File: src/sv/tcspq_pkg.sv
// Shared types and codes for the three-class stable priority queue.
package tcspq_pkg;

  localparam int unsigned DefCapacity = 16;

  localparam int unsigned IdW     = 16;
  localparam int unsigned ClsW    = 2;
  localparam int unsigned StatusW = 2;
  localparam int unsigned OccW    = 5;

  localparam logic FUNC_ENQ = 1'b0;
  localparam logic FUNC_DEQ = 1'b1;

  localparam logic [StatusW-1:0] STAT_ENQUEUED = 2'd0;
  localparam logic [StatusW-1:0] STAT_SERVED   = 2'd1;
  localparam logic [StatusW-1:0] STAT_EMPTY    = 2'd2;
  localparam logic [StatusW-1:0] STAT_FULL     = 2'd3;

  typedef struct packed {
    logic [IdW-1:0]  id;
    logic [ClsW-1:0] cls;
  } slot_t;

  // Broadcast from the control to every cell of the chain.
  typedef struct packed {
    logic  ins;
    logic  del;
    slot_t item;
  } cell_ctrl_t;

endpackage

File: src/sv/tcspq_if.sv
// Valid/ready channel interfaces for request and response transactions.
interface tcspq_in_if import tcspq_pkg::*; ();
  logic            valid;
  logic            ready;
  logic            func;
  logic [IdW-1:0]  entry_id;
  logic [ClsW-1:0] entry_class;

  modport source (output valid, output func, output entry_id, output entry_class,
                  input ready);
  modport sink   (input valid, input func, input entry_id, input entry_class,
                  output ready);
endinterface

interface tcspq_out_if import tcspq_pkg::*; ();
  logic               valid;
  logic               ready;
  logic [StatusW-1:0] status;
  logic [IdW-1:0]     served_id;
  logic [ClsW-1:0]    served_class;
  logic [OccW-1:0]    occupancy;

  modport source (output valid, output status, output served_id, output served_class,
                  output occupancy, input ready);
  modport sink   (input valid, input status, input served_id, input served_class,
                  input occupancy, output ready);
endinterface

File: src/sv/three_class_stable_priority_queue_unit.sv
// Latency: the response is registered and valid the cycle after the request transaction.
// Throughput: one transaction per cycle unless the response is held by out_o.ready low;
// all cells of the chain update together from their neighbors on insert and head removal.
// The output register lets a new request enter while the last response is taken.
// Reset clears the entry count and the response valid; slot contents are not reset.
module three_class_stable_priority_queue_unit import tcspq_pkg::*; #(
  parameter int unsigned CAPACITY = DefCapacity
) (
  input  logic        clk_i,
  input  logic        rst_ni,
  tcspq_in_if.sink    in_i,
  tcspq_out_if.source out_o
);

  localparam int unsigned CntW = $clog2(CAPACITY + 1);

  logic [CntW-1:0] count_q, count_d;
  logic            out_valid_q;
  logic [StatusW-1:0] status_q, status_d;
  slot_t              served_q, served_d;

  logic       accept;
  logic       full, empty;
  cell_ctrl_t ctrl;
  logic [CAPACITY-1:0] occ;
  logic [CAPACITY-1:0] keep;
  slot_t               slots [CAPACITY];
  logic [CntW+OccW-1:0] occ_ext;

  assign in_i.ready = !out_valid_q || out_o.ready;
  assign accept     = in_i.valid && in_i.ready;
  assign full       = (count_q == CntW'(CAPACITY));
  assign empty      = (count_q == '0);

  assign ctrl.ins       = accept && (in_i.func == FUNC_ENQ) && !full;
  assign ctrl.del       = accept && (in_i.func == FUNC_DEQ) && !empty;
  assign ctrl.item.id   = in_i.entry_id;
  assign ctrl.item.cls  = in_i.entry_class;

  for (genvar g = 0; g < CAPACITY; g++) begin : g_cell
    assign occ[g] = (CntW'(g) < count_q);
    tcspq_cell u_cell (
      .clk_i       (clk_i),
      .ctrl_i      (ctrl),
      .occ_i       (occ[g]),
      .left_keep_i ((g == 0) ? 1'b1 : keep[(g == 0) ? 0 : g - 1]),
      .left_i      (slots[(g == 0) ? 0 : g - 1]),
      .right_i     (slots[(g == CAPACITY - 1) ? g : g + 1]),
      .keep_o      (keep[g]),
      .slot_o      (slots[g])
    );
  end

  always_comb begin
    count_d  = count_q;
    status_d = status_q;
    served_d = served_q;
    if (accept) begin
      served_d = '0;
      if (in_i.func == FUNC_ENQ) begin
        if (full) begin
          status_d = STAT_FULL;
        end else begin
          status_d = STAT_ENQUEUED;
          count_d  = count_q + CntW'(1);
        end
      end else begin
        if (empty) begin
          status_d = STAT_EMPTY;
        end else begin
          status_d = STAT_SERVED;
          served_d = slots[0];
          count_d  = count_q - CntW'(1);
        end
      end
    end
  end

  always_ff @(posedge clk_i or negedge rst_ni) begin
    if (!rst_ni) begin
      count_q     <= '0;
      out_valid_q <= 1'b0;
    end else begin
      count_q <= count_d;
      if (accept) begin
        out_valid_q <= 1'b1;
      end else if (out_o.ready) begin
        out_valid_q <= 1'b0;
      end
    end
  end

  always_ff @(posedge clk_i) begin
    status_q <= status_d;
    served_q <= served_d;
  end

  // count_q already holds the post-transaction count while the response waits.
  assign occ_ext = {{OccW{1'b0}}, count_q};

  assign out_o.valid        = out_valid_q;
  assign out_o.status       = status_q;
  assign out_o.served_id    = served_q.id;
  assign out_o.served_class = served_q.cls;
  assign out_o.occupancy    = occ_ext[OccW-1:0];

endmodule

File: src/sv/tcspq_cell.sv
// One slot of the sorted chain: holds, takes the new item, or shifts from a neighbor.
module tcspq_cell import tcspq_pkg::*; (
  input  logic       clk_i,
  input  cell_ctrl_t ctrl_i,
  input  logic       occ_i,
  input  logic       left_keep_i,
  input  slot_t      left_i,
  input  slot_t      right_i,
  output logic       keep_o,
  output slot_t      slot_o
);

  slot_t slot_q;
  slot_t slot_d;

  // Entry stays put on insert when it ranks equal or ahead of the new item.
  assign keep_o = occ_i && (slot_q.cls <= ctrl_i.item.cls);

  always_comb begin
    slot_d = slot_q;
    if (ctrl_i.ins) begin
      if (keep_o) begin
        slot_d = slot_q;
      end else if (left_keep_i) begin
        slot_d = ctrl_i.item;
      end else begin
        slot_d = left_i;
      end
    end else if (ctrl_i.del) begin
      slot_d = right_i;
    end
  end

  always_ff @(posedge clk_i) begin
    slot_q <= slot_d;
  end

  assign slot_o = slot_q;

endmodule

File: src/flat_wrapper.sv
// flat-port wrapper written by rule: the top's interface ports become plain ports
module three_class_stable_priority_queue_unit_flat import tcspq_pkg::*;
#(
  parameter int unsigned CAPACITY = DefCapacity
)
  (clk_i, rst_ni, in_i_valid, in_i_func, in_i_entry_id, in_i_entry_class, in_i_ready, out_o_valid, out_o_status, out_o_served_id, out_o_served_class, out_o_occupancy, out_o_ready);
  tcspq_in_if in_i_i ();
  tcspq_out_if out_o_i ();
  input  logic clk_i;
  input  logic rst_ni;
  input wire logic [$bits(in_i_i.valid)-1:0] in_i_valid;
  input wire logic [$bits(in_i_i.func)-1:0] in_i_func;
  input wire logic [$bits(in_i_i.entry_id)-1:0] in_i_entry_id;
  input wire logic [$bits(in_i_i.entry_class)-1:0] in_i_entry_class;
  output wire logic [$bits(in_i_i.ready)-1:0] in_i_ready;
  output wire logic [$bits(out_o_i.valid)-1:0] out_o_valid;
  output wire logic [$bits(out_o_i.status)-1:0] out_o_status;
  output wire logic [$bits(out_o_i.served_id)-1:0] out_o_served_id;
  output wire logic [$bits(out_o_i.served_class)-1:0] out_o_served_class;
  output wire logic [$bits(out_o_i.occupancy)-1:0] out_o_occupancy;
  input wire logic [$bits(out_o_i.ready)-1:0] out_o_ready;
  assign in_i_i.valid = in_i_valid;
  assign in_i_i.func = in_i_func;
  assign in_i_i.entry_id = in_i_entry_id;
  assign in_i_i.entry_class = in_i_entry_class;
  assign in_i_ready = in_i_i.ready;
  assign out_o_valid = out_o_i.valid;
  assign out_o_status = out_o_i.status;
  assign out_o_served_id = out_o_i.served_id;
  assign out_o_served_class = out_o_i.served_class;
  assign out_o_occupancy = out_o_i.occupancy;
  assign out_o_i.ready = out_o_ready;
  three_class_stable_priority_queue_unit #(.CAPACITY(CAPACITY)) u_core (.clk_i(clk_i), .rst_ni(rst_ni), .in_i(in_i_i), .out_o(out_o_i));
endmodule
File: config.mk
export PLATFORM = sky130hd
export DESIGN_NAME = three_class_stable_priority_queue_unit_flat
export DESIGN_NICKNAME = d
export VERILOG_FILES = /design/src/sv/tcspq_pkg.sv /design/src/sv/tcspq_if.sv /design/src/sv/three_class_stable_priority_queue_unit.sv /design/src/sv/tcspq_cell.sv /design/src/flat_wrapper.sv
export SDC_FILE = /design/constraint.sdc
export NUM_CORES = 1
export LEC_CHECK = 0
export BUFFER_PORTS_ARGS = -buffer_cell sky130_fd_sc_hd__buf_2
export CAP_MARGIN = 10
export CORE_ASPECT_RATIO = 1.75
export CORE_UTILIZATION = 60
export DETAILED_ROUTE_END_ITERATION = 6
export GPL_TIMING_DRIVEN = 1
export PLACE_DENSITY = 0.79
export SLEW_MARGIN = 20
export SYNTH_ARGS = -nofsm -noshare
export SYNTH_HDL_FRONTEND = slang
export SYNTH_SLANG_ARGS = --single-unit
File: constraint.sdc
create_clock -name clk_i -period 4.4 [get_ports clk_i]
set_clock_uncertainty 0.1 [all_clocks]
set_input_delay 0.22 -clock clk_i [delete_from_list [all_inputs] [get_ports clk_i]]
set_output_delay 0.22 -clock clk_i [all_outputs]
set_load 0.01 [all_outputs]
==> insert_results.sql <==
INSERT INTO impl_metrics (metric_group, metric, value, unit) VALUES
('final_layout', 'area_growth', '6.64', '%'),
('final_layout', 'post_route_cells_drive_above_1_share', '9.29', '%'),
('global_route', 'number_of_antenna_violations_at_the_first_check_in_global_routing', '0', ''),
('floorplanning', 'die_x', '130', 'um'),
('power', 'clock_power_share', '23.5', '%'),
('clock_tree', 'number_of_buffers_created_by_cts', '28', ''),
('worst_setup_path', 'cp-end-kind', 'register', ''),
('placed_design', 'port-buffer-count', '49', ''),
('final_layout', 'num-nets-final', '1803', ''),
('routing', 'wl_per_cell', '22.8', 'um'),
('power', 'power.switching', '3.85', 'mW'),
('worst_setup_path', 'worst-endpoint-arrival', '3.80', 'ns'),
('clock_tree', 'clk_latency', '0.56', 'ns'),
('power', 'peakVddDrop', '329', 'uV'),
('worst_setup_path', 'start_kind', 'register', ''),
('synth', 'yosys_warnings', '0', ''),
('timing', 'fmax', '0.284', 'GHz'),
('clock_tree', 'htreeDepth', '1', ''),
('synth', 'syn_nets', '1846', ''),
('synth', 'yosys_register_bits', '314', ''),
('floorplanning', 'row_count', '81', ''),
('power', 'p_int', '6.18', 'mW'),
('clock_tree', 'cts.repair.resized', '0', ''),
('timing', 'timing_worst_slew_pin_value', '0.962', 'ns'),
('worst_setup_path', 'worst-path-max-fanout', '71', ''),
('synth', 'syn-instance-count', '1787', ''),
('clock_tree', 'clock-sinks', '314', ''),
('placed_design', 'post_dp_cell_area', '17500', 'um^2'),
('synth', 'synth_cell_type_count', '49', ''),
('routing', 'detail_route.wirelength', '48.8', 'mm'),
('global_route', 'globalRoute.totalOverflow', '0', ''),
('timing', 'hold_viol', '0', ''),
('timing', 'final.period_utilization', '80.0', '%'),
('clock_tree', 'postCtsSetupBuffers', '0', ''),
('power', 'seqPwrFrac', '42.0', '%'),
('final_layout', 'layout_commonest_cell', 'edfxtp_1', ''),
('placed_design', 'dp.cells', '2083', ''),
('routing', 'drtIter0Drc', '1860', ''),
('global_route', 'pin_count_of_the_biggest_net_entering_global_routing', '176', ''),
('floorplanning', 'fp.dieArea', '29500', 'um^2'),
('placed_design', 'preCtsSetupSlack', '1.07', 'ns'),
('routing', 'via_per_inst', '6.86', ''),
('clock_tree', 'tritoncts', 'done', ''),
('synth', 'postSynthAreaPerCell', '9.68', 'um^2'),
('timing', 'max-slew-margin-rel', '35.9', '%'),
('synth', 'sequential_fraction_of_the_synthesis_area', '54.4', '%'),
('global_route', 'vias_in_the_first_global_route', '13300', ''),
('global_route', 'grt_first_pass_wirelength', '74.3', 'mm'),
('final_layout', 'nFillCells', '2181', ''),
('routing', 'drt_pass1_iterations', '6', ''),
('floorplanning', 'placeable_area', '28200', 'um^2'),
('timing', 'post_route_worst_hold_slack', '0.153', 'ns'),
('final_layout', 'stdcell_count', '2138', ''),
('final_layout', 'final_std_cell_area_no_fill', '18400', 'um^2'),
('floorplanning', 'initial_core_util', '61.4', '%'),
('power', 'power_switching_share', '38.4', '%'),
('timing', 'setup-tns-final', '0', 'ns'),
('final_layout', 'seq_area', '9400', 'um^2'),
('flow_run', 'cap_violations', '0', ''),
('power', 'combPwrFrac', '34.5', '%'),
('timing', 'final.min_clock_period', '3.52', 'ns'),
('power', 'total_leakage_power', '6.32', 'nW'),
('timing', 'timing_max_transition_violations_final', '0', ''),
('clock_tree', 'cts-hold-fix-buffers', '4', ''),
('global_route', 'globalRouteTotalUtil', '33.3', '%'),
('placed_design', 'gpl.final_weighted_congestion', '0.972', ''),
('clock_tree', 'clockRootBuffer', 'clkbuf_16', ''),
('outcome', 'run_status', 'finished, final reports clean', ''),
('clock_tree', 'path_clk_slew', '0.07', 'ns'),
('routing', 'vias', '14700', ''),
('worst_setup_path', 'worstSetupPathType', 'register to register', '');
final cells by class:
cell class / instances / area share [%]
multi-input combinational: 1293 / 38.3
clock buffer: 33 / 4.02
tap: 373 / 2.53
sequential: 314 / 51.0
clock inverter: 18 / 0.638
timing repair buffer: 86 / 3.09
inverter: 21 / 0.428
worst paths after layout:
path,start,endpoint,slack [ns],depth (start not counted)
worst min register to register,u_core.g_cell[1].u_cell.slot_o[6]$_DFFE_PP_,u_core.g_cell[0].u_cell.slot_o[6]$_DFFE_PP_,0.46,2
worst max-delay path,u_core.out_o.occupancy[1]$_DFFE_PN0P_,u_core.g_cell[6].u_cell.slot_o[15]$_DFFE_PP_,0.88,8
min in group asynchronous,rst_ni,u_core.out_o.occupancy[1]$_DFFE_PN0P_,0.55,3
max in group asynchronous,rst_ni,u_core.out_o.occupancy[3]$_DFFE_PN0P_,3.37,3
worst max register to register,u_core.out_o.occupancy[1]$_DFFE_PN0P_,u_core.g_cell[6].u_cell.slot_o[15]$_DFFE_PP_,0.88,8
worst min-delay path,in_i_entry_class[1],u_core.g_cell[14].u_cell.slot_o[1]$_DFFE_PP_,0.15,3
stage by stage:
stage | power (mW) | utilization (%)
6_report | 10.0 | 65.4
5_1_grt | 10.5 | 65.4
4_1_cts | 9.92 | 65.4
3_5_place_dp | 7.60 | 62.2
3_3_place_gp | 7.45 | 62.2
2_1_floorplan | 6.76 | -
cells in the mapped netlist, drive strengths merged:
cell type | instances | share of area [%]
nor2 | 260 | 5.8
and3b | 1 | 0.051
xor2 | 4 | 0.20
o21ai | 286 | 8.3
and2 | 3 | 0.11
inv | 21 | 0.46
or2 | 4 | 0.16
ha | 36 | 2.6
nand4 | 1 | 0.072
nand2b | 4 | 0.14
o22ai | 1 | 0.036
mux2 | 18 | 1.2
nor4bb | 1 | 0.14
a22o | 1 | 0.051
dfrtp | 6 | 0.87
a21boi | 1 | 0.043
edfxtp | 308 | 53
a21o | 4 | 0.17
xnor2 | 1 | 0.051
buf | 85 | 2.8
and3 | 17 | 0.62
o21a | 15 | 0.65
or4b | 1 | 0.080
a21oi | 52 | 1.6
nor2b | 17 | 0.62
nor4 | 1 | 0.036
mux2i | 1 | 0.058
nand2 | 83 | 1.8
a31oi | 254 | 9.3
o21bai | 2 | 0.22
nand3 | 217 | 6.3
a211oi | 1 | 0.072
nor3 | 2 | 0.12
a22oi | 2 | 0.087
or3 | 2 | 0.072
clkbuf | 74 | 1.6
kinds of logic after synthesis:
logic type	after synthesis	share of synthesized area (%)
AOI/OAI and AO/OA	619	20.6
xor gates and xnor gates	5	0.253
adders and majority gates	36	2.61
buffers and inverters	180	4.86
DFF	314	54.4
muxes	19	1.23
and+or+nand+nor	614	16.1
power groups by stage:
stage               clock [mW]  combinational, mW  sequential [mW]
floorplan                    0               2.66             4.10
global placement             0               3.22             4.23
detailed placement           0               3.35             4.25
CTS                       2.35               3.38             4.18
global route              2.46               3.80             4.24
finish                    2.36               3.46             4.21
critical path, cell delays in order, from the launching register on:
cell	delay (ns)
dfrtp_1	0.62
inv_1	0.23
ha_1	0.28
nor4bb_4	0.20
nor3_4	0.45
buf_12	0.31
buf_4	0.60
nor2_1	0.24
a31oi_1	0.26
routing by layer:
metal	global-route usage [%]	vias up	routed length, um
met3	4.67	157	4590
met5	0	-	0
li1	-	6638	-
met1	41.3	6892	17800
met4	22.3	0	3430
met2	53.7	974	22900
flip-flops by register name, summed over array words and instances (netlist names):
| name | cells |
|---|---|
| u_core.g_cell.u_cell.slot_o | 288 |
| u_core.out_o.served_id | 16 |
| u_core.out_o.occupancy | 5 |
| u_core.out_o.served_class | 2 |
| u_core.out_o.status | 2 |
| u_core.out_o.valid | 1 |
Note: power is estimated with default switching activity, not from simulation.
